<file path="config.mk">
export PLATFORM = sky130hd
export DESIGN_NAME = tat_controller
export DESIGN_NICKNAME = d
export VERILOG_FILES = /design/src/tat_pkg.sv /design/src/tat_controller.sv
export SDC_FILE = /design/constraint.sdc
export NUM_CORES = 1
export LEC_CHECK = 0
export BUFFER_PORTS_ARGS = -buffer_cell sky130_fd_sc_hd__buf_2
export CAP_MARGIN = 20
export CORE_ASPECT_RATIO = 0.9
export CORE_MARGIN = 1.5
export CORE_UTILIZATION = 50
export CTS_BUF_LIST = sky130_fd_sc_hd__clkbuf_16
export CTS_CLUSTER_DIAMETER = 40
export CTS_CLUSTER_SIZE = 25
export DETAILED_ROUTE_END_ITERATION = 8
export MAX_ROUTING_LAYER = met4
export PLACE_DENSITY_LB_ADDON = 0.1
export SLEW_MARGIN = 5
export SYNTH_ARGS = -nofsm -noshare
export SYNTH_HDL_FRONTEND = slang
export SYNTH_SLANG_ARGS = --single-unit
</file>
<file path="constraint.sdc">
create_clock -name clk -period 4.5 [get_ports clk]
set_clock_uncertainty 0.2 [all_clocks]
set_input_delay 0.675 -clock clk [delete_from_list [all_inputs] [get_ports clk]]
set_output_delay 0.675 -clock clk [all_outputs]
set_load 0.1 [all_outputs]
</file>
<file path="src/tat_pkg.sv">
// ----------------------------------------------------------------------------
// tat_pkg
// Shared widths, codes, operation set and row helpers for the triangle
// adjacency table.
// ----------------------------------------------------------------------------
package tat_pkg;

    localparam int MAX_TRIANGLES = 1024;
    localparam int MAX_VERTICES  = 4096;

    localparam int TRI_W  = $clog2(MAX_TRIANGLES);
    localparam int CNT_W  = TRI_W + 1;
    localparam int LINK_W = CNT_W;
    localparam int VERT_W = $clog2(MAX_VERTICES) + 1;

    localparam logic [1:0] CMD_APPEND  = 2'd0;
    localparam logic [1:0] CMD_REMOVE  = 2'd1;
    localparam logic [1:0] CMD_CONNECT = 2'd2;
    localparam logic [1:0] CMD_READ    = 2'd3;

    localparam logic [1:0] ST_DONE  = 2'd0;
    localparam logic [1:0] ST_FULL  = 2'd1;
    localparam logic [1:0] ST_RANGE = 2'd2;

    typedef logic [2:0][VERT_W-1:0] vert_row_t;
    typedef logic [2:0][LINK_W-1:0] link_row_t;

    typedef enum logic [3:0] {
        OP_NOP,
        OP_LATCH,
        OP_CHECK,
        OP_APPEND,
        OP_RD_T,
        OP_CAP_NB,
        OP_RD_NB,
        OP_WR_UNLINK,
        OP_RD_LAST,
        OP_WR_COPY,
        OP_WR_RELINK,
        OP_NEXT_S,
        OP_RD_I,
        OP_CAP_I,
        OP_SET_J,
        OP_RD_J
    } op_t;

    typedef enum logic [2:0] {
        XOP_NONE,
        XOP_CMP_J,
        XOP_WR_LI,
        XOP_WR_LJ,
        XOP_NEXT_I,
        XOP_RESULT
    } xop_t;

    typedef struct packed {
        op_t  op;
        xop_t xop;
    } dp_cmd_t;

    typedef struct packed {
        logic [1:0] cmd;
        logic       full;
        logic       idx_ok;
        logic       count_zero;
        logic       nb_valid;
        logic       s_last;
        logic       has_open_i;
        logic       hit;
        logic       i_tail;
        logic       j_tail;
    } dp_stat_t;

    function automatic logic has_open(input link_row_t row);
        return (row[0] == '0) || (row[1] == '0) || (row[2] == '0);
    endfunction

    function automatic logic [1:0] open_slot(input link_row_t row);
        logic [1:0] slot;
        if (row[2] == '0)
            slot = 2'd2;
        else if (row[1] == '0)
            slot = 2'd1;
        else
            slot = 2'd0;
        return slot;
    endfunction

    function automatic logic [1:0] next_slot(input logic [1:0] slot);
        return (slot == 2'd2) ? 2'd0 : slot + 2'd1;
    endfunction

endpackage

</file>
<file path="src/tat_controller.sv">
// ----------------------------------------------------------------------------
// tat_controller
// Sequencer for append, remove, connect and read; owns the handshakes.
// ----------------------------------------------------------------------------
module tat_controller
(
    input  logic                clk,
    input  logic                rst_n,
    input  logic                in_valid,
    output logic                in_ready,
    output logic                out_valid,
    input  logic                out_ready,
    input  tat_pkg::dp_stat_t   dstat,
    output tat_pkg::dp_cmd_t    dcmd
);

    localparam logic [4:0] S_IDLE   = 5'd0;
    localparam logic [4:0] S_DECODE = 5'd1;
    localparam logic [4:0] S_APPEND = 5'd2;
    localparam logic [4:0] S_READ   = 5'd3;
    localparam logic [4:0] S_R0     = 5'd4;
    localparam logic [4:0] S_R1     = 5'd5;
    localparam logic [4:0] S_R2     = 5'd6;
    localparam logic [4:0] S_R3     = 5'd7;
    localparam logic [4:0] S_R4     = 5'd8;
    localparam logic [4:0] S_R5     = 5'd9;
    localparam logic [4:0] S_R6     = 5'd10;
    localparam logic [4:0] S_R7     = 5'd11;
    localparam logic [4:0] S_R8     = 5'd12;
    localparam logic [4:0] S_C1     = 5'd13;
    localparam logic [4:0] S_C2     = 5'd14;
    localparam logic [4:0] S_C3     = 5'd15;
    localparam logic [4:0] S_C4     = 5'd16;
    localparam logic [4:0] S_C5     = 5'd17;
    localparam logic [4:0] S_C6     = 5'd18;
    localparam logic [4:0] S_C7     = 5'd19;
    localparam logic [4:0] S_CNI    = 5'd20;
    localparam logic [4:0] S_FIN    = 5'd21;

    logic [4:0] state_reg, state_next;
    logic       out_valid_reg, out_valid_next;
    logic       load;

    assign load = (state_reg == S_FIN) && (!out_valid_reg || out_ready);

    always_comb
    begin
        state_next = state_reg;
        dcmd.op    = tat_pkg::OP_NOP;
        dcmd.xop   = tat_pkg::XOP_NONE;
        unique case (state_reg)
            S_IDLE:
            begin
                if (in_valid)
                begin
                    dcmd.op    = tat_pkg::OP_LATCH;
                    state_next = S_DECODE;
                end
            end
            S_DECODE:
            begin
                dcmd.op = tat_pkg::OP_CHECK;
                unique case (dstat.cmd)
                    tat_pkg::CMD_APPEND:  state_next = dstat.full ? S_FIN : S_APPEND;
                    tat_pkg::CMD_REMOVE:  state_next = dstat.idx_ok ? S_R0 : S_FIN;
                    tat_pkg::CMD_CONNECT: state_next = dstat.count_zero ? S_FIN : S_C1;
                    default:              state_next = dstat.idx_ok ? S_READ : S_FIN;
                endcase
            end
            S_APPEND:
            begin
                dcmd.op    = tat_pkg::OP_APPEND;
                state_next = S_FIN;
            end
            S_READ:
            begin
                dcmd.op    = tat_pkg::OP_RD_T;
                state_next = S_FIN;
            end
            S_R0:
            begin
                dcmd.op    = tat_pkg::OP_RD_T;
                state_next = S_R1;
            end
            S_R1:
            begin
                dcmd.op    = tat_pkg::OP_CAP_NB;
                state_next = S_R2;
            end
            S_R2:
            begin
                dcmd.op    = tat_pkg::OP_RD_NB;
                state_next = dstat.nb_valid ? S_R3 : S_R4;
            end
            S_R3:
            begin
                dcmd.op    = tat_pkg::OP_WR_UNLINK;
                state_next = S_R4;
            end
            S_R4:
            begin
                dcmd.op    = tat_pkg::OP_RD_LAST;
                state_next = S_R5;
            end
            S_R5:
            begin
                dcmd.op    = tat_pkg::OP_WR_COPY;
                state_next = S_R6;
            end
            S_R6:
            begin
                dcmd.op    = tat_pkg::OP_RD_NB;
                state_next = dstat.nb_valid ? S_R7 : S_R8;
            end
            S_R7:
            begin
                dcmd.op    = tat_pkg::OP_WR_RELINK;
                state_next = S_R8;
            end
            S_R8:
            begin
                dcmd.op    = tat_pkg::OP_NEXT_S;
                state_next = dstat.s_last ? S_FIN : S_R0;
            end
            S_C1:
            begin
                dcmd.op    = tat_pkg::OP_RD_I;
                state_next = S_C2;
            end
            S_C2:
            begin
                dcmd.op    = tat_pkg::OP_CAP_I;
                state_next = S_C3;
            end
            S_C3:
            begin
                dcmd.op    = tat_pkg::OP_SET_J;
                state_next = (!dstat.has_open_i || dstat.i_tail) ? S_CNI : S_C4;
            end
            S_C4:
            begin
                dcmd.op    = tat_pkg::OP_RD_J;
                state_next = S_C5;
            end
            S_C5:
            begin
                dcmd.xop = tat_pkg::XOP_CMP_J;
                if (dstat.hit)
                    state_next = S_C6;
                else if (dstat.j_tail)
                    state_next = S_CNI;
                else
                    state_next = S_C4;
            end
            S_C6:
            begin
                dcmd.xop   = tat_pkg::XOP_WR_LI;
                state_next = S_C7;
            end
            S_C7:
            begin
                dcmd.xop   = tat_pkg::XOP_WR_LJ;
                state_next = S_CNI;
            end
            S_CNI:
            begin
                dcmd.xop   = tat_pkg::XOP_NEXT_I;
                state_next = dstat.i_tail ? S_FIN : S_C1;
            end
            S_FIN:
            begin
                if (load)
                begin
                    dcmd.xop   = tat_pkg::XOP_RESULT;
                    state_next = S_IDLE;
                end
            end
            default: state_next = S_IDLE;
        endcase
    end

    always_comb
    begin
        out_valid_next = out_valid_reg;
        if (out_valid_reg && out_ready)
            out_valid_next = 1'b0;
        if (load)
            out_valid_next = 1'b1;
    end

    always_ff @(posedge clk or negedge rst_n)
    begin
        if (!rst_n)
        begin
            state_reg     <= S_IDLE;
            out_valid_reg <= 1'b0;
        end
        else
        begin
            state_reg     <= state_next;
            out_valid_reg <= out_valid_next;
        end
    end

    assign in_ready  = state_reg == S_IDLE;
    assign out_valid = out_valid_reg;

endmodule

</file>
==> results.yml <==
clock_network:
  cts.sinks: 6
  h-tree-depth: 1
  cts-root-buf: "clkbuf_16"
  clk_pin_slew_ns: 0.03
  cts_setup_buffers: 0
  cts_resized: 0
  cts_tree: "yes"
  postCtsHoldBufs: 0
  insertion_delay_ns: 0.23
  clockBufferDepth: 2
  numCtsBuffers: 3
placed_design:
  pre_cts_slack_ns: 1.73
  port_buffers: 23
  place_congestion: 0.876
  dp_hpwl_um: 1550
die:
  core_mm2: 0.00170
  rows: 14
  die-area_mm2: 0.00212
  initial_core_util_pct: 54.6
  die_w_um: 48.4
  die_h_um: 43.9
  boundaryPins: 24
yosys:
  synth_enable_flop_cells: 0
  syn-cell-area_um2: 927
  synth_seq_area_share_pct: 16.2
  syn_avg_cell_area_um2: 7.48
  syn_nets: 143
  yosys_warnings: 0
  synth_ff_type: "dfrtp_1"
  synth_cells: 124
  ys_types: 51
  ys_async_sr_fraction_pct: 100
  ys_ff_latch: 6
detailed_routing:
  via_per_inst: 5.81
  drt_wl_total_um: 2120
  post-route-drc-count: 0
  drt_iter0_drc: 24
  postRouteAntennaNets: 0
  dr.pass1.iters: 4
  vias: 953
  wl_per_cell_um: 12.9
setup_path:
  endpoint_kind: "primary output"
  r2r_setup_slack_ns: 2.49
  worstSetupStartpointType: "flip-flop"
  crit_slowest_cell: "dfrtp_1"
  r2r_end: "state_reg[4]"
  cp.required_ns: 3.62
  rr_worst_depth: 4
  r2r-start: "state_reg[1]"
  cp_cell_sequence: "or2_2 -> o221a_1 -> o21ai_1 -> buf_2"
  max_stage_delay_ns: 0.63
  path_class: "flip-flop to primary output"
  cp_data_arrival_time_ns: 2.12
  crit_fanout: 25
sta:
  worst_pin_slew_ns: 0.710
  rsz0062_at_grt: "no"
  report.final.slew_viol_count: 0
  hold_viol: 0
  finalSetupTns_ns: 0
  setup_slack_ns: 1.51
  fmax_ghz: 0.334
  fin_crit_ns: 2.99
  setup_viol: 0
  max_slew_margin_pct: 52.7
  finalCritPeriodShare_pct: 66.5
cells_and_area:
  n_antenna_cell: 0
  final_net_count: 161
  largest_register_ffs: 5
  area_growth_pct: 16.6
  fin_util_pct: 63.6
  final_common_cell: "buf_2"
  drive_above_1_share_pct: 25.7
  mostFrequentLayoutCells: "buf_2 (23), a21oi_1 (9), nand2_1 (9)"
grt:
  gr-usage-all-layers_pct: 21.5
  grt_max_degree: 32
  grt_overflow: 0
  grt_pass1_vias: 793
  grt_first_pass_wirelength_um: 3470
  antenna_found_initial: 0
job:
  max-cap-violations: 0
outcome:
  status: "complete, no violations"
worst_hold_path:
  min-delay-path-class: "input port to asynchronous set/reset pin"
==> metrics by stage <==
step | area [um^2] | hold WS (ns) | cells
4_1_cts | 1080 | 0.0670 | 164
3_3_place_gp | 1010 | 0.300 | 161
6_report | 1080 | 0.0649 | 164
2_1_floorplan | 927 | 0.179 | 124
3_5_place_dp | 1010 | 0.303 | 161
5_1_grt | 1080 | 0.0749 | 164
==> how the worst max path moves through the flow <==
| stage | start | slack (ns) | end |
|---|---|---|---|
| 3_3_place_gp | state_reg[2] | 1.77 | dcmd[4] |
| 2_1_floorplan | state_reg[4] | 0.74 | dcmd[1] |
| 6_report | state_reg[2] | 1.51 | dcmd[4] |
| 3_5_place_dp | state_reg[2] | 1.73 | dcmd[4] |
| 4_1_cts | state_reg[2] | 1.49 | dcmd[4] |
| 5_1_grt | state_reg[4] | 1.40 | dcmd[2] |
==> final cells by class <==
cell class | count | area [um^2]
timing repair buffer | 24 | 123
tap | 24 | 30.0
inverter | 4 | 15.0
fill | 164 | 618
sequential | 6 | 150
clock buffer | 3 | 75.1
multi-input combinational | 103 | 688
==> synth_stat cells, types with 2 or more instances <==
library cell	number	area [um^2]
o21ai_1	5	25.0
and2_1	2	12.5
nand2b_1	6	37.5
nand3b_1	3	22.5
o211ai_1	2	15.0
o22ai_1	2	12.5
o21ai_0	4	20.0
nor3b_1	5	37.5
nand2_1	9	33.8
ha_1	4	50.1
or3_1	2	12.5
nor2_2	2	12.5
nand3_1	5	25.0
o21a_1	2	15.0
buf_6	2	22.5
buf_4	3	22.5
nor2_1	8	30.0
inv_1	4	15.0
buf_2	5	25.0
dfrtp_1	6	150
nor3_1	2	10.0
o21ai_2	2	17.5
a21oi_1	9	45.0
nor2b_1	3	18.8
==> logic make-up (layout without fill, tap and decap cells) <==
group                    count (synthesis)  count (layout)  share of synthesized area [%]
adder cells (fa/ha/maj)                  4               4                           5.40
flip-flops                               6               6                           16.2
AND/OR/NAND/NOR                         54              54                           33.3
buffers and inverters                   15              31                           9.58
AO/OA/AOI/OAI                           44              44                           34.4
multiplexers                             1               1                           1.08
==> worst max-delay path, delay by kind of cell, from the launching register on <==
kind / cells / cell delay [ns]
buffers and inverters: 1 / 0.44
AND/OR/NAND/NOR: 1 / 0.44
AO/OA/AOI/OAI: 2 / 0.37
flip-flops: 1 / 0.63
==> routing by layer <==
| layer | vias to the layer above | track usage [%] | share of wire [%] |
|---|---|---|---|
| li1 | 490 | - | - |
| met1 | 429 | 25.9 | 44 |
| met2 | 32 | 35.3 | 49 |
| met3 | 2 | 6.21 | 6.3 |
| met4 | 0 | 6.86 | 0.90 |
| met5 | - | - | 0 |
Power is not shown: default switching activity piles up to over one toggle a cycle in this logic, so the estimate is an artifact.
